$ cat src/rtl/ulcp_pkg.sv
package ulcp_pkg;

   // Longest kept line is LINE_CAPACITY-1 bytes, newline excluded.
   localparam int LINE_CAPACITY = 64;
   localparam int LEN_W         = $clog2(LINE_CAPACITY);
   localparam int VALUE_W       = 24;
   localparam int PREFIX_LEN    = 7;

   localparam logic [7:0] CHAR_NL    = 8'h0A;
   localparam logic [7:0] CHAR_NUL   = 8'h00;
   localparam logic [7:0] CHAR_SPACE = 8'h20;
   localparam logic [7:0] CHAR_PLUS  = 8'h2B;
   localparam logic [7:0] CHAR_MINUS = 8'h2D;
   localparam logic [7:0] CHAR_ZERO  = 8'h30;
   localparam logic [7:0] CHAR_LX    = 8'h78;
   localparam logic [7:0] CHAR_UX    = 8'h58;

   localparam logic CMD_NOOP   = 1'b0;
   localparam logic CMD_SET_BG = 1'b1;

   typedef enum logic [2:0] {
      PH_PREFIX,
      PH_SPACE,
      PH_SIGN,
      PH_ZERO,
      PH_ZEROX,
      PH_DIGITS,
      PH_DONE,
      PH_FAIL
   } parse_phase_type;

   typedef struct packed {
      logic       ok;
      logic [3:0] digit;
   } hex_digit_type;

   // "set_bg " one character per position
   function automatic logic [7:0] prefix_char(input logic [2:0] idx);
      logic [7:0] ch;
      case (idx)
         3'd0:    ch = 8'h73; // s
         3'd1:    ch = 8'h65; // e
         3'd2:    ch = 8'h74; // t
         3'd3:    ch = 8'h5F; // _
         3'd4:    ch = 8'h62; // b
         3'd5:    ch = 8'h67; // g
         3'd6:    ch = 8'h20; // space
         default: ch = 8'h00;
      endcase
      return ch;
   endfunction

   function automatic hex_digit_type hex_value(input logic [7:0] c);
      hex_digit_type r;
      r.ok    = 1'b0;
      r.digit = 4'd0;
      if (c inside {[8'h30:8'h39]}) begin
         r.ok    = 1'b1;
         r.digit = c[3:0];
      end else if (c inside {[8'h61:8'h66], [8'h41:8'h46]}) begin
         r.ok    = 1'b1;
         r.digit = c[3:0] + 4'd9;
      end
      return r;
   endfunction

endpackage

$ cat src/rtl/uart_line_command_parser.sv
// Line command parser for a serial byte stream.
// Input channel (req_): one received byte per beat. Output channel (rsp_):
// one command beat per newline of a kept line: set_bg with a 24-bit colour,
// or noop with colour 0. Lines longer than LINE_CAPACITY-1 bytes are dropped
// and their newline gives no beat; other bytes give no beat at all.
// Parsing runs on the fly: each accepted byte updates the parse phase, the
// hex accumulator and a few flags, so no line buffer is kept.
// The command shows on rsp_ in the cycle after its newline beat.
// Throughput: one byte per cycle while req_stall is low, set by the single registered parse step.
// The result sits in an output register; it is drained and refilled in the
// same cycle, so req_stall rises only while a command waits and rsp_stall
// is high. A stalled command holds its value.
// Reset (synchronous, active high) empties the output register and puts the
// parser at the start of a line.
module uart_line_command_parser
   import ulcp_pkg::*;
(
   input  logic               clock,
   input  logic               reset,
   input  logic               req_valid,
   output logic               req_stall,
   input  logic [7:0]         req_rx_byte,
   output logic               rsp_valid,
   input  logic               rsp_stall,
   output logic               rsp_command,
   output logic [VALUE_W-1:0] rsp_colour_value
);

   // line and parse state
   logic [LEN_W-1:0]   line_length_ff, line_length_in;
   logic               drop_line_ff, drop_line_in;
   parse_phase_type    phase_ff, phase_in;
   logic [VALUE_W-1:0] acc_ff, acc_in;
   logic               too_big_ff, too_big_in;
   logic               minus_ff, minus_in;
   logic               ended_ff, ended_in;

   // output register
   logic               rsp_valid_ff, rsp_valid_in;
   logic               rsp_command_ff, rsp_command_in;
   logic [VALUE_W-1:0] rsp_colour_ff, rsp_colour_in;

   logic               accept;
   logic               is_nl;
   logic               line_full;
   logic               do_feed;
   hex_digit_type      hd;
   parse_phase_type    feed_phase;
   logic               feed_add;
   logic               feed_minus;
   logic               line_ok;

   assign accept    = req_valid && !req_stall;
   assign req_stall = rsp_valid_ff && rsp_stall;
   assign is_nl     = (req_rx_byte == CHAR_NL);
   assign line_full = (line_length_ff >= LEN_W'(LINE_CAPACITY - 1));
   assign do_feed   = !is_nl && !line_full && !ended_ff && (req_rx_byte != CHAR_NUL);
   assign hd        = hex_value(req_rx_byte);

   // next parse phase for one fed byte
   always_comb begin
      feed_phase = phase_ff;
      case (phase_ff)
         PH_PREFIX: begin
            if (line_length_ff < LEN_W'(PREFIX_LEN) &&
                req_rx_byte == prefix_char(line_length_ff[2:0])) begin
               feed_phase = (line_length_ff == LEN_W'(PREFIX_LEN - 1)) ? PH_SPACE : PH_PREFIX;
            end else begin
               feed_phase = PH_FAIL;
            end
         end
         PH_SPACE, PH_SIGN: begin
            if (phase_ff == PH_SPACE &&
                req_rx_byte inside {CHAR_SPACE, [8'h09:8'h0D]}) begin
               feed_phase = PH_SPACE;
            end else if (phase_ff == PH_SPACE &&
                         (req_rx_byte == CHAR_PLUS || req_rx_byte == CHAR_MINUS)) begin
               feed_phase = PH_SIGN;
            end else if (req_rx_byte == CHAR_ZERO) begin
               feed_phase = PH_ZERO;
            end else if (hd.ok) begin
               feed_phase = PH_DIGITS;
            end else begin
               feed_phase = PH_FAIL;
            end
         end
         PH_ZERO: begin
            if (req_rx_byte == CHAR_LX || req_rx_byte == CHAR_UX) feed_phase = PH_ZEROX;
            else if (hd.ok)                                       feed_phase = PH_DIGITS;
            else if (req_rx_byte == CHAR_SPACE)                   feed_phase = PH_DONE;
            else                                                  feed_phase = PH_FAIL;
         end
         PH_ZEROX: begin
            feed_phase = hd.ok ? PH_DIGITS : PH_FAIL;
         end
         PH_DIGITS: begin
            if (hd.ok)                          feed_phase = PH_DIGITS;
            else if (req_rx_byte == CHAR_SPACE) feed_phase = PH_DONE;
            else                                feed_phase = PH_FAIL;
         end
         default: feed_phase = phase_ff;
      endcase
   end

   // datapath actions for one fed byte
   always_comb begin
      feed_add   = 1'b0;
      feed_minus = 1'b0;
      case (phase_ff)
         PH_SPACE: begin
            feed_minus = (req_rx_byte == CHAR_MINUS);
            feed_add   = hd.ok && req_rx_byte != CHAR_ZERO &&
                         !(req_rx_byte inside {CHAR_SPACE, [8'h09:8'h0D]});
         end
         PH_SIGN:   feed_add = hd.ok && (req_rx_byte != CHAR_ZERO);
         PH_ZERO:   feed_add = hd.ok;
         PH_ZEROX:  feed_add = hd.ok;
         PH_DIGITS: feed_add = hd.ok;
         default: begin
            feed_add   = 1'b0;
            feed_minus = 1'b0;
         end
      endcase
   end

   // "-0" still passes; any other negative value or overflow is noop
   assign line_ok = (phase_ff == PH_ZERO || phase_ff == PH_DIGITS || phase_ff == PH_DONE) &&
                    !too_big_ff && !(minus_ff && acc_ff != '0);

   always_comb begin
      line_length_in = line_length_ff;
      drop_line_in   = drop_line_ff;
      phase_in       = phase_ff;
      acc_in         = acc_ff;
      too_big_in     = too_big_ff;
      minus_in       = minus_ff;
      ended_in       = ended_ff;
      if (accept) begin
         if (is_nl) begin
            line_length_in = '0;
            drop_line_in   = 1'b0;
            phase_in       = PH_PREFIX;
            acc_in         = '0;
            too_big_in     = 1'b0;
            minus_in       = 1'b0;
            ended_in       = 1'b0;
         end else if (line_full) begin
            drop_line_in = 1'b1;
         end else begin
            line_length_in = line_length_ff + 1'b1;
            if (!ended_ff && req_rx_byte == CHAR_NUL) ended_in = 1'b1;
            if (do_feed) begin
               phase_in = feed_phase;
               if (feed_minus) minus_in = 1'b1;
               // overflow once the top nibble is nonzero before the shift
               if (feed_add && !too_big_ff) begin
                  if (acc_ff[VALUE_W-1 -: 4] != 4'd0) too_big_in = 1'b1;
                  acc_in = {acc_ff[VALUE_W-5:0], hd.digit};
               end
            end
         end
      end
   end

   always_comb begin
      rsp_valid_in   = rsp_valid_ff && rsp_stall;
      rsp_command_in = rsp_command_ff;
      rsp_colour_in  = rsp_colour_ff;
      if (accept && is_nl && !drop_line_ff) begin
         rsp_valid_in   = 1'b1;
         rsp_command_in = line_ok ? CMD_SET_BG : CMD_NOOP;
         rsp_colour_in  = line_ok ? acc_ff : '0;
      end
   end

   always_ff @(posedge clock) begin
      if (reset) begin
         line_length_ff <= '0;
         drop_line_ff   <= 1'b0;
         phase_ff       <= PH_PREFIX;
         acc_ff         <= '0;
         too_big_ff     <= 1'b0;
         minus_ff       <= 1'b0;
         ended_ff       <= 1'b0;
         rsp_valid_ff   <= 1'b0;
      end else begin
         line_length_ff <= line_length_in;
         drop_line_ff   <= drop_line_in;
         phase_ff       <= phase_in;
         acc_ff         <= acc_in;
         too_big_ff     <= too_big_in;
         minus_ff       <= minus_in;
         ended_ff       <= ended_in;
         rsp_valid_ff   <= rsp_valid_in;
      end
   end

   always_ff @(posedge clock) begin
      rsp_command_ff <= rsp_command_in;
      rsp_colour_ff  <= rsp_colour_in;
   end

   assign rsp_valid        = rsp_valid_ff;
   assign rsp_command      = rsp_command_ff;
   assign rsp_colour_value = rsp_colour_ff;

endmodule

$ cat config.mk
export PLATFORM = sky130hd
export DESIGN_NAME = uart_line_command_parser
export DESIGN_NICKNAME = d
export VERILOG_FILES = /design/src/rtl/ulcp_pkg.sv /design/src/rtl/uart_line_command_parser.sv
export SDC_FILE = /design/constraint.sdc
export NUM_CORES = 1
export LEC_CHECK = 0
export BUFFER_PORTS_ARGS = -buffer_cell sky130_fd_sc_hd__buf_2
export CAP_MARGIN = 10
export CORE_MARGIN = 4
export CORE_UTILIZATION = 52
export CTS_CLUSTER_DIAMETER = 80
export CTS_CLUSTER_SIZE = 12
export DETAILED_ROUTE_END_ITERATION = 7
export PLACE_DENSITY = 0.85
export SETUP_SLACK_MARGIN = 0.3
export SLEW_MARGIN = 0
export SYNTH_ARGS = -nofsm -noshare
export SYNTH_HDL_FRONTEND = slang
export SYNTH_SLANG_ARGS = --single-unit
$ cat constraint.sdc
create_clock -name clock -period 2.9 [get_ports clock]
set_clock_uncertainty 0.2 [all_clocks]
set_input_delay 0.145 -clock clock [delete_from_list [all_inputs] [get_ports clock]]
set_output_delay 0.145 -clock clock [all_outputs]
set_load 0.01 [all_outputs]
# Word-level counts from Yosys, hierarchy flattened
# Index checks and enable logic that the tools add are counted.
[word_totals]
out_inout_bits = 27
in_bits = 12
register_bits = 63
elab_cells = 143
[classes]
order_cmp = 10
eq_ne = 23
addsub = 2
muxes = 41
n_reduce_logical = 57
[ops]
columns = ["cell", "n"]
rows = [
  ["$mux W24", 4],
  ["$pmux W7 S7", 1],
  ["$eq A8 B6 Y1 const B", 4],
  ["$mux W3", 9],
  ["$reduce_bool A24 Y1", 1],
  ["$logic_and A1 B1 Y1", 21],
  ["$mux W1", 19],
  ["$eq A3 B3 Y1 const B", 6],
  ["$eq A8 B7 Y1 const B", 2],
  ["$ge A8 B7 Y1 const B", 2],
  ["$le A8 B7 Y1 const B", 2],
  ["$reduce_bool A2 Y1", 8],
  ["$pmux W3 S5", 1],
  ["$eq A3 B2 Y1 const B", 4],
  ["$mux W6", 2],
  ["$reduce_and A4 Y1", 3],
  ["$mux W5", 2],
  ["$eq A8 B4 Y1 const B", 1],
  ["$eq A8 B8 Y1", 1],
  ["$ge A8 B4 Y1 const B", 1],
  ["$ge A8 B6 Y1 const B", 1],
  ["$le A8 B4 Y1 const B", 1],
  ["$le A8 B6 Y1 const B", 1],
  ["$logic_not A1 Y1", 8],
  ["22 further kinds", 28],
]

# Longest topological paths before layout
# Gate-level depths: netlist (run 1).
[depth]
word_depth = 13
mapped_depth = 10
depth_no_buf = 8

# Least setup slack after synthesis (run 1)
# No wires, ideal clock.
[synth_path]
kind = "input to register"
startpoint = "in req_rx_byte[0]"
endpoint = "reg rsp_colour_ff[0] (netlist: rsp_colour_value[0]) (enable)"
arrival_ps = 2217
required_ps = 2292
path_buffers = 2
setup_slack_ps = 75
stages = 7
cell_sequence = "clkbuf_1 -> inv_1 -> ha_1 -> and4b_1 -> clkbuf_1 -> nand2_1 -> nor2_1"
[synth_via]
elab_chain_len = 3
[synth_lines]
columns = ["element", "line", "text"]
rows = [
  ["start, declared", "uart_line_command_parser.sv:22", "input logic [7:0] req_rx_byte,"],
  ["$eq A8 B4 Y1", "uart_line_command_parser.sv:55", "assign is_nl = (req_rx_byte == CHAR_NL);"],
  ["$logic_and A1 B1 Y1 (2 in series)", "uart_line_command_parser.sv:169", "if (accept && is_nl && !drop_line_ff) begin"],
  ["end signal, assigned", "uart_line_command_parser.sv:200", "rsp_colour_ff <= rsp_colour_in;"],
  ["end, declared", "uart_line_command_parser.sv:41", "logic [VALUE_W-1:0] rsp_colour_ff, rsp_colour_in;"],
]
# No other way between the ends.
# A chain may end at the register's enable or synchronous reset.

# Final worst setup path (run 1)
[layout_path]
startpoint = "reg line_length_ff[0]"
endpoint = "reg phase_ff[0]"
[layout_via]
elab_chain_len = 10
[layout_lines]
columns = ["element", "line", "text"]
rows = [
  ["start, declared", "uart_line_command_parser.sv:30", "logic [LEN_W-1:0] line_length_ff, line_length_in;"],
  ["start signal, assigned", "uart_line_command_parser.sv:187", "line_length_ff <= line_length_in;"],
  ["$eq A3 B3 Y1 (tied with other cells)", "ulcp_pkg.sv:40", "case (idx)"],
  ["$pmux W7 S7", "ulcp_pkg.sv:40", ""],
  ["$mux W8", "uart_line_command_parser.sv:63", "case (phase_ff)"],
  ["$eq A8 B8 Y1", "uart_line_command_parser.sv:66", "req_rx_byte == prefix_char(line_length_ff[2:0])) begin"],
  ["$logic_and A1 B1 Y1", "uart_line_command_parser.sv:65", "if (line_length_ff < LEN_W'(PREFIX_LEN) &&"],
  ["$mux W3", "uart_line_command_parser.sv:65", ""],
  ["$pmux W3 S5", "uart_line_command_parser.sv:63", ""],
  ["$mux W3", "uart_line_command_parser.sv:152", "if (do_feed) begin"],
  ["$mux W3", "uart_line_command_parser.sv:147", "end else if (line_full) begin"],
  ["$mux W3", "uart_line_command_parser.sv:139", "if (is_nl) begin"],
  ["end signal, assigned", "uart_line_command_parser.sv:189", "phase_ff <= phase_in;"],
  ["end, declared", "uart_line_command_parser.sv:32", "parse_phase_type phase_ff, phase_in;"],
]
# Parallel ways exist; a longest one is shown, timed or not. The select of a mux whose other input is x is not followed.

==> results of run 1 <==
## cells by family (layout without fill, tap and decap cells)
kind of cell	count (synthesis)	after routing	share of synthesized area
buffers and inverters	27	69	0.0399
AO/OA/AOI/OAI	81	82	0.167
adder cells (fa/ha/maj)	11	11	0.0422
XOR/XNOR	8	8	0.0215
flip-flops	63	63	0.464
multiplexers	2	2	0.00614
AND/OR/NAND/NOR	163	163	0.260
## per-layer routing
metal,vias to the layer above,GRT usage
li1,1361,-
met1,1309,0.239
met2,90,0.326
met3,18,0.0501
met4,0,0.0976
met5,-,0
## flip-flops by register name, summed over array words and instances (netlist names)
name	flops
acc_ff	24
rsp_colour_value	24
line_length_ff	6
phase_ff	3
drop_line_ff	1
ended_ff	1
minus_ff	1
rsp_command	1
rsp_valid	1
too_big_ff	1
## critical path, stage by stage (launching register included)
cell	delay, ns
sky130_fd_sc_hd__dfxtp_2	0.39
sky130_fd_sc_hd__inv_1	0.09
sky130_fd_sc_hd__ha_1	0.25
sky130_fd_sc_hd__o21ba_1	0.20
sky130_fd_sc_hd__or4_1	0.39
sky130_fd_sc_hd__a221oi_1	0.31
sky130_fd_sc_hd__nand4_1	0.22
sky130_fd_sc_hd__a21oi_1	0.24
sky130_fd_sc_hd__o21ai_1	0.08
## cells in the final DEF, fill, tap and decap left out, types with 3 or more instances in the layout
master,instances
sky130_fd_sc_hd__buf_4,7
sky130_fd_sc_hd__dfxtp_1,36
sky130_fd_sc_hd__nand2_1,36
sky130_fd_sc_hd__and2_1,27
sky130_fd_sc_hd__edfxtp_1,25
sky130_fd_sc_hd__nand4_1,4
sky130_fd_sc_hd__buf_2,38
sky130_fd_sc_hd__nor2_1,21
sky130_fd_sc_hd__o21ai_1,5
sky130_fd_sc_hd__o211ai_1,3
sky130_fd_sc_hd__or2_2,4
sky130_fd_sc_hd__o31ai_1,3
sky130_fd_sc_hd__nor3_1,10
sky130_fd_sc_hd__ha_1,11
sky130_fd_sc_hd__inv_1,7
sky130_fd_sc_hd__o21ai_0,7
sky130_fd_sc_hd__nor4_1,9
sky130_fd_sc_hd__o21a_1,3
sky130_fd_sc_hd__or3_1,3
sky130_fd_sc_hd__a21o_1,4
sky130_fd_sc_hd__nand2b_1,7
sky130_fd_sc_hd__nand3_1,31
sky130_fd_sc_hd__clkbuf_8,9
sky130_fd_sc_hd__clkinvlp_4,4
sky130_fd_sc_hd__xnor2_1,6
sky130_fd_sc_hd__a21oi_1,36
## what timing repair did
item,4_1_cts,5_1_grt
hold endpoints to repair,1,0
gates resized for setup,0,3
hold buffers,1,0
endpoints found under the setup margin,0,27
## power by group through the flow
stage | Sequential (mW) | Clock [mW] | Combinational [mW]
CTS | 0.938 | 0.680 | 0.178
floorplan | 0.948 | 0 | 0.139
global route | 0.940 | 0.725 | 0.205
global placement | 0.957 | 0 | 0.170
detailed placement | 0.958 | 0 | 0.177
finish | 0.939 | 0.661 | 0.185
## layout make-up
| class | count | area, µm² | share of cell area |
|---|---|---|---|
| clock buffer | 9 | 124 | 0.0335 |
| clock inverter | 7 | 48.8 | 0.0132 |
| inverter | 7 | 26.3 | 0.00711 |
| multi-input combinational | 266 | 1640 | 0.443 |
| sequential | 63 | 1510 | 0.409 |
| tap | 75 | 93.8 | 0.0254 |
| timing repair buffer | 46 | 253 | 0.0684 |
## metrics by stage
step / instance area, µm² / hold slack, ns / cells
floorplan: 3260 / 0.123 / 355
global placement: 3500 / 0.231 / 455
detailed placement: 3500 / 0.254 / 455
CTS: 3680 / 0.0844 / 472
global route: 3700 / 0.112 / 473
finish: 3700 / 0.0988 / 473
## final timing paths
check	startpoint	depth (start not counted)	slack, ns	to
hold reg to reg	minus_ff	2	0.26	minus_ff
hold / removal	reset	2	0.1	line_length_ff[1]
setup / recovery	line_length_ff[0]	8	0.43	phase_ff[0]
setup reg to reg	line_length_ff[0]	8	0.43	phase_ff[0]
==> flow_summary_export.csv, run 1 <==
group,metric,value,unit
cts,cts.clk_slew.worst_paths,0.07,ns
synthesis,synth_largest_type_area_fraction,0.233,
routing,initialDrtViolationCount,195,
timing,max_freq,405,MHz
finish,antenna_cells_inserted,0,
timing,timing.final.ws_setup,0.433,ns
timing,rsz0062_at_grt,"yes",
cts,clockRootBuffer,"sky130_fd_sc_hd__clkbuf_8",
pwr,internal_power,1.30,mW
floorplan,fp.coreArea,5990,µm²
floorplan,die-area,7600,µm²
worst_setup_path,worstSetupPathType,"flip-flop to flip-flop",
floorplan,placement_rows,28,
finish,post_route_cells_drive_above_1_share,0.191,
finish,post-route-util,0.617,
routing,post_drt_via_cell_ratio,5.87,
routing,met2RoutedLength,3.60,mm
hold_path,holdCritPathClass,"input port to flip-flop",
synthesis,synth_enable_flop_cells,25,
synthesis,netlist_instances,355,
pwr,ir_drop_worst_vdd,0.000438,V
synthesis,synth.most_common_cell,"sky130_fd_sc_hd__dfxtp_1",
worst_setup_path,required,2.93,ns
finish,fin_nets,416,
synthesis,synth_fp_nets,378,
pwr,power_share_of_the_clock_group,0.371,
grt,total_grt_usage,0.197,
timing,max_slew.worst_pin.slew,0.610,ns
cts,cts-buffers-inserted,9,
run,timing.max_cap.violations,0,
synthesis,synthArstFlopShare,0,
floorplan,die_width,87.2,µm
synthesis,largest_cells_by_area_after_synthesis,"sky130_fd_sc_hd__dfxtp_1 (23%), sky130_fd_sc_hd__edfxtp_1 (23%), sky130_fd_sc_hd__a21oi_1 (5.5%)",
cts,clock_tree.htree_level_count,3,
pwr,power_frac_comb,0.103,
floorplan,die-height,87.2,µm
cts,cts_tree,"built",
finish,flow.area_growth_from_synthesis,13.4,%
placed_design,gp_congestion,0.927,
grt,grt_first_pass_wirelength,11.7,mm
synthesis,dominantRegCellSynth,"sky130_fd_sc_hd__dfxtp_1",
placed_design,dp.final_hpwl,4.99,mm
routing,post-route-drc-count,0,
pwr,overall_power_consumption,1.78,mW
routing,route.vias.total,2778,
timing,aggregate_negative_setup_slack,0,ns
pwr,pwr-share-seq,0.526,
routing,detail_route.wl_per_cell,15.3,µm
cts,clock_tree.buffer_depth,2,
routing,wl_met1,3.04,mm
worst_setup_path,worst-path-max-fanout,7,
pwr,total_switching_power,0.483,mW
timing,final-hold-violation-count,0,
synthesis,ys_seq_area_frac,0.464,
grt,grt_pass1_vias,2548,
synthesis,synth.avg_cell_area,9.18,µm²
floorplan,design.portCount,39,
synthesis,post_synth_most_frequent_cells,"sky130_fd_sc_hd__dfxtp_1 (38), sky130_fd_sc_hd__a21oi_1 (36), sky130_fd_sc_hd__nand2_1 (36)",
run_status,outcome,"finished, final reports clean",
cts,postCtsSetupRepairBufs,0,
floorplan,initial_utilization,0.544,
worst_setup_path,worst_ep_arrival_time,2.50,ns
worst_setup_path,cp-end-kind,"flip-flop",
timing,timing.final.crit_period,2.47,ns
synthesis,ys_ff_latch,63,
finish,n_fill_cell,491,
grt,grt-ovfl-total,0,
placed_design,portBuffers,38,
pwr,swShare,0.271,
cts,numClockSinks,63,
synthesis,yosysUniqueCellTypes,52,
routing,routed.top_layer,"met4",
timing,max_slew_margin,0.590,
timing,finalSetupViolCount,0,
routing,drt.antenna.violating_nets,0,
routing,wl,7.25,mm
timing,period_share,0.851,
synthesis,synth-warning-count,0,
synthesis,mappedNetlistArea,3260,µm²
placed_design,preCtsSetupSlack,0.354,ns
grt,antenna_violations_before_repair,0,
cts,worstSkewPairLatency,0.34,ns
pwr,power.density,483,nW/µm²
worst_setup_path,crit_path_start_kind,"flip-flop",
pwr,static-leakage-power,1.35,nW
synthesis,yosys.area.top_type,"sky130_fd_sc_hd__dfxtp_1",
grt,largest_net_degree_at_the_start_of_global_routing,34,
routing,drt-pass1-iter-count,4,
routing,route.met3.wl,441,µm
timing,final_max_slew_violation_count,0,
(Power assumes the default switching activity.)
==> run 2: changes to the inputs <==
--- a/config.mk
+++ b/config.mk
@@ -16,2 +16,3 @@
 export SETUP_SLACK_MARGIN = 0.3
+export SKIP_CTS_REPAIR_TIMING = 1
 export SLEW_MARGIN = 0
==> constraint.sdc (replaced) <==
create_clock -name clock -period 2.9 [get_ports clock]
set_clock_uncertainty 0.2 [all_clocks]
set_input_delay 0 -clock clock [delete_from_list [all_inputs] [get_ports clock]]
set_output_delay 0 -clock clock [all_outputs]
set_load 0.01 [all_outputs]
==> flow_summary_export.csv, run 2 (synthesis results as in run 1) <==
group,metric,value,unit
run_status,outcome,"finished with violations",
run_status,violated_checks,"hold timing",
timing,final-hold-violation-count,3,
worst_setup_path,crit_start,"line_length_ff[0]",
worst_setup_path,reg2reg_from,"line_length_ff[0]",
worst_setup_path,cell_type_group_with_the_largest_total_delay_on_the_critical_path,"compound AO/OA/AOI/OAI gates",
timing,max_slew.worst_pin.slew,0.633,ns
floorplan,fp.coreArea,5990,µm²
routing,wl_met1,2.97,mm
finish,post_route_cells_drive_above_1_share,0.193,
grt,total_grt_usage,0.190,
worst_setup_path,worstPathCellList,"inv_1, ha_2, o21ba_1, or4_1, a221oi_1, nand4_1, a32o_1",
cts,worstSkewPairLatency,0.34,ns
timing,max_freq,408,MHz
hold_path,min_delay_worst_endpoint,"drop_line_ff",
timing,aggregate_negative_setup_slack,0,ns
finish,antenna_cells_inserted,0,
routing,post_drt_via_cell_ratio,5.80,
hold_path,holdCritPathClass,"input port to flip-flop",
floorplan,die-height,87.2,µm
worst_setup_path,crit_path_start_kind,"flip-flop",
routing,route.met3.wl,372,µm
worst_setup_path,worst_ep_arrival_time,2.49,ns
routing,detail_route.wl_per_cell,15.1,µm
worst_setup_path,required,2.94,ns
finish,fin_nets,417,
run,timing.max_cap.violations,0,
finish,top_library_cells_by_usage_in_the_layout_fill_and_taps_aside,"sky130_fd_sc_hd__buf_2 (38), sky130_fd_sc_hd__a21oi_1 (36), sky130_fd_sc_hd__nand2_1 (36), sky130_fd_sc_hd__dfxtp_1 (36), sky130_fd_sc_hd__nand3_1 (31)",
grt,grt-ovfl-total,0,
routing,initialDrtViolationCount,223,
floorplan,die_width,87.2,µm
floorplan,placement_rows,28,
worst_setup_path,timing.reg2reg.worst_path_depth,7,
placed_design,dp.final_hpwl,4.93,mm
timing,period_share,0.846,
finish,commonest_non_fill_non_tap_cell_in_the_layout,"sky130_fd_sc_hd__buf_2",
grt,grt_first_pass_wirelength,11.3,mm
grt,largest_net_degree_at_the_start_of_global_routing,34,
routing,routed.top_layer,"met4",
finish,flow.area_growth_from_synthesis,15.7,%
timing,fin_worst_hold_slack,-0.0299,ns
routing,drt.antenna.violating_nets,0,
floorplan,die-area,7600,µm²
hold_path,worstHoldPathCells,4,
routing,route.vias.total,2750,
placed_design,gp_congestion,0.961,
cts,cts_tree,"built",
cts,clock_tree.buffer_depth,2,
pwr,static-leakage-power,1.38,nW
pwr,overall_power_consumption,1.98,mW
worst_setup_path,cp-end-kind,"flip-flop",
worst_setup_path,path_buf_inv,1,
finish,post-route-util,0.630,
pwr,power.density,525,nW/µm²
worst_setup_path,worst-path-max-fanout,7,
worst_setup_path,reg2reg_setup_slack,0.45,ns
hold_path,timing.hold.worst.start,"req_valid",
floorplan,initial_utilization,0.544,
routing,met2RoutedLength,3.70,mm
routing,drt-pass1-iter-count,4,
cts,cts.clk_slew.worst_paths,0.07,ns
cts,cts-buffers-inserted,9,
grt,grt_pass1_vias,2523,
placed_design,portBuffers,38,
timing,timing.final.crit_period,2.45,ns
worst_setup_path,critical-path-slowest-cell,"sky130_fd_sc_hd__or4_1",
routing,wl,7.17,mm
timing,finalSetupViolCount,0,
cts,clock_tree.htree_level_count,3,
worst_setup_path,reg2reg_capture_point,"phase_ff[1]",
routing,post-route-drc-count,0,
timing,rsz0062_at_grt,"no",
worst_setup_path,worstSetupPathType,"flip-flop to flip-flop",
grt,antenna_violations_before_repair,0,
cts,numClockSinks,63,
timing,max_slew_margin,0.574,
timing,final_max_slew_violation_count,0,
cts,clockRootBuffer,"sky130_fd_sc_hd__clkbuf_8",
worst_setup_path,critPathMaxStageDelay,0.41,ns
pwr,ir_drop_worst_vdd,0.000392,V
floorplan,design.portCount,39,
run 2: worst max-delay path by stage:
stage	end	slack [ns]	depth (start not counted)
3_5_place_dp	acc_ff[2]	0.33	7
4_1_cts	acc_ff[8]	0.30	7
6_report	phase_ff[1]	0.45	7
3_3_place_gp	phase_ff[1]	0.45	7
5_1_grt	phase_ff[1]	0.35	7
2_1_floorplan	phase_ff[1]	0.60	7
run 2: final cells by class:
type                       instances  area, µm²
timing repair buffer              47        265
sequential                        63       1510
fill                             481       2220
clock inverter                     6       92.6
multi-input combinational        266       1640
clock buffer                      10        138
inverter                           7       26.3
tap                               75       93.8
run 2: per-stage QoR:
step,instance area [µm²],instances,worst slack [ns],hold WS (ns)
after global routing,3770,474,0.354,0.0185
after detailed placement,3490,454,0.330,0.138
after global placement,3490,454,0.447,0.135
after CTS,3720,470,0.300,-0.172
after floorplan,3260,355,0.603,-0.0456
final,3770,474,0.447,-0.0299
run 2: tightest hold or removal path, stage by stage:
cell and delay (ns):
sky130_fd_sc_hd__buf_2 0.09, sky130_fd_sc_hd__a21boi_1 0.18, sky130_fd_sc_hd__a21oi_1 0.15, sky130_fd_sc_hd__nor2_1 0.05
run 2: layer usage:
metal  vias to the layer above  GRT usage
met5                         -          0
met3                        13     0.0492
met2                        69      0.337
li1                       1363          -
met4                         0     0.0683
met1                      1305      0.219
run 2: where the power goes:
part / internal, mW / leakage [nW] / total [mW] / switching (mW)
Clock: 0.511 / 0.109 / 0.857 / 0.346
Combinational: 0.0718 / 0.733 / 0.183 / 0.111
Sequential: 0.922 / 0.539 / 0.943 / 0.0207
Total: 1.50 / 1.38 / 1.98 / 0.478
==> run 3: changes to the inputs <==
- ABC_AREA: default -> 1
- CORE_UTILIZATION: 52 -> 55
- clock period: 2.9 -> 2.6 ns (I/O delays scaled with it)
==> flow_summary_export.csv, run 3 <==
group,metric,value,unit
run,timing.max_cap.violations,0,
worst_setup_path,worstPathCellList,"ha_1, nand2_1, nor2_1, nand3_1, nand3_1, nor3_2, nand2_1, nand2_2, buf_12, nand3_1, nand2_1, nor2_1",
timing,max_freq,454,MHz
routing,route.vias.total,3221,
cts,clock_tree.htree_level_count,3,
synthesis,largest_cells_by_area_after_synthesis,"sky130_fd_sc_hd__dfxtp_1 (21%), sky130_fd_sc_hd__edfxtp_1 (21%), sky130_fd_sc_hd__nand2_1 (11%)",
finish,post_route_cells_drive_above_1_share,0.210,
worst_setup_path,worstSetupPathType,"flip-flop to flip-flop",
worst_setup_path,reg2reg_setup_slack,0.40,ns
synthesis,yosysUniqueCellTypes,39,
grt,antenna_violations_before_repair,0,
timing,max_slew.worst_pin.slew,0.353,ns
cts,numClockSinks,63,
timing,fin_worst_hold_slack,-0.00894,ns
synthesis,synth.most_common_cell,"sky130_fd_sc_hd__nand2_1",
grt,largest_net_degree_at_the_start_of_global_routing,49,
timing,timing.final.crit_period,2.20,ns
timing,final-hold-violation-count,1,
run_status,outcome,"finished with violations",
routing,wl,7.62,mm
pwr,overall_power_consumption,2.16,mW
synthesis,ys_ff_latch,63,
synthesis,synth.avg_cell_area,7.56,µm²
timing,finalSetupViolCount,0,
worst_setup_path,timing.reg2reg.worst_path_depth,12,
hold_path,worstHoldPathCells,5,
worst_setup_path,worst-path-max-fanout,31,
pwr,power.density,527,nW/µm²
synthesis,netlist_instances,475,
pwr,static-leakage-power,1.79,nW
grt,total_grt_usage,0.203,
synthesis,synth_largest_type_area_fraction,0.212,
synthesis,synthArstFlopShare,0,
cts,worstSkewPairLatency,0.35,ns
floorplan,die-height,88.8,µm
cts,cts-buffers-inserted,9,
routing,post-route-drc-count,0,
synthesis,synth_enable_flop_cells,25,
synthesis,dominantRegCellSynth,"sky130_fd_sc_hd__dfxtp_1",
cts,cts_tree,"built",
finish,top_library_cells_by_usage_in_the_layout_fill_and_taps_aside,"sky130_fd_sc_hd__nand2_1 (103), sky130_fd_sc_hd__nor2_1 (62), sky130_fd_sc_hd__inv_1 (57), sky130_fd_sc_hd__nand3_1 (53), sky130_fd_sc_hd__buf_2 (38)",
worst_setup_path,cp-end-kind,"flip-flop",
finish,fin_nets,542,
pwr,ir_drop_worst_vdd,0.000532,V
floorplan,placement_rows,29,
finish,commonest_non_fill_non_tap_cell_in_the_layout,"sky130_fd_sc_hd__nand2_1",
placed_design,gp_congestion,0.840,
timing,final_max_slew_violation_count,0,
synthesis,ys_seq_area_frac,0.421,
grt,grt_pass1_vias,2956,
floorplan,die_width,88.8,µm
finish,antenna_cells_inserted,0,
grt,grt-ovfl-total,0,
floorplan,initial_utilization,0.566,
worst_setup_path,required,2.64,ns
routing,drt.antenna.violating_nets,0,
timing,max_slew_margin,0.764,
cts,cts.clk_slew.worst_paths,0.07,ns
floorplan,die-area,7890,µm²
grt,grt_first_pass_wirelength,12.5,mm
run_status,violated_checks,"hold timing",
worst_setup_path,critPathMaxStageDelay,0.38,ns
timing,period_share,0.847,
worst_setup_path,crit_path_start_kind,"flip-flop",
synthesis,post_synth_most_frequent_cells,"sky130_fd_sc_hd__nand2_1 (103), sky130_fd_sc_hd__nor2_1 (63), sky130_fd_sc_hd__inv_1 (57)",
timing,rsz0062_at_grt,"yes",
worst_setup_path,critical-path-slowest-cell,"sky130_fd_sc_hd__dfxtp_4",
routing,initialDrtViolationCount,160,
cts,clockRootBuffer,"sky130_fd_sc_hd__clkbuf_8",
synthesis,yosys.area.top_type,"sky130_fd_sc_hd__dfxtp_1",
timing,aggregate_negative_setup_slack,0,ns
worst_setup_path,worst_ep_arrival_time,2.24,ns
placed_design,portBuffers,38,
floorplan,design.portCount,39,
routing,drt-pass1-iter-count,5,
synthesis,mappedNetlistArea,3590,µm²
routing,post_drt_via_cell_ratio,5.36,
cts,clock_tree.buffer_depth,2,
synthesis,synth_fp_nets,498,
synthesis,synth-warning-count,0,
finish,flow.area_growth_from_synthesis,14.3,%
hold_path,holdCritPathClass,"input port to flip-flop",
placed_design,dp.final_hpwl,5.43,mm
routing,detail_route.wl_per_cell,12.7,µm
floorplan,fp.coreArea,6350,µm²
## run 3: cell count changes after synthesis, moves of 6 or more
cell,before,now
sky130_fd_sc_hd__nand2_1,36,103
sky130_fd_sc_hd__inv_1,7,57
sky130_fd_sc_hd__nor2_1,22,63
sky130_fd_sc_hd__and2_1,27,0
sky130_fd_sc_hd__nand3_1,31,53
sky130_fd_sc_hd__a21oi_2,0,20
sky130_fd_sc_hd__a21oi_1,36,17
sky130_fd_sc_hd__inv_2,0,9
sky130_fd_sc_hd__nor4_1,9,1
sky130_fd_sc_hd__nand2b_1,7,0
sky130_fd_sc_hd__xnor2_1,6,0
## run 3: cells by family after synthesis
kind of cell	count (synthesis)	synth area share
compound gates	57	0.107
flops	63	0.421
fa+ha+maj	11	0.0383
simple gates	255	0.321
buf+inv	84	0.101
xor+xnor	5	0.0122
## run 3: layout make-up
type / count / area, µm²
clock buffer: 10 / 128
clock inverter: 6 / 61.3
fill: 522 / 2250
inverter: 67 / 251
multi-input combinational: 328 / 1720
sequential: 63 / 1520
tap: 77 / 96.3
timing repair buffer: 50 / 324
## run 3: final timing paths
kind	end	from
min	minus_ff	req_rx_byte[3]
max	acc_ff[21]	line_length_ff[0]
max reg2reg	acc_ff[21]	line_length_ff[0]
min reg2reg	acc_ff[23]	acc_ff[23]
## run 3: worst max-delay path, delay by kind of cell, from the launching register on
family	cells	cell delay (ns)
simple gates	10	1.05
flops	1	0.38
fa+ha+maj	1	0.25
buf+inv	1	0.20
## run 3: per-stage QoR
step                cell area, µm²  utilization  worst slack (ns)  hold WS, ns  std cells
floorplan                     3590            -             0.589       -0.131        475
global placement              3840        0.605             0.476       0.0755        579
detailed placement            3840        0.605             0.350       0.0714        579
CTS                           4030        0.634             0.330       -0.300        595
global route                  4100        0.646             0.244       0.0159        601
finish                        4100        0.646             0.397     -0.00894        601
## run 3: report_power, final
group	switching (mW)	internal (mW)	leakage (nW)	total, mW
Clock	0.379	0.437	0.0876	0.816
Combinational	0.188	0.101	1.11	0.290
Sequential	0.0204	1.03	0.595	1.06
## run 3: metal layers
metal,vias up,share of wire,track usage
met4,0,0.026,0.0934
met3,24,0.067,0.0577
li1,1623,-,-
met2,129,0.48,0.343
met1,1445,0.42,0.238
met5,-,0,0
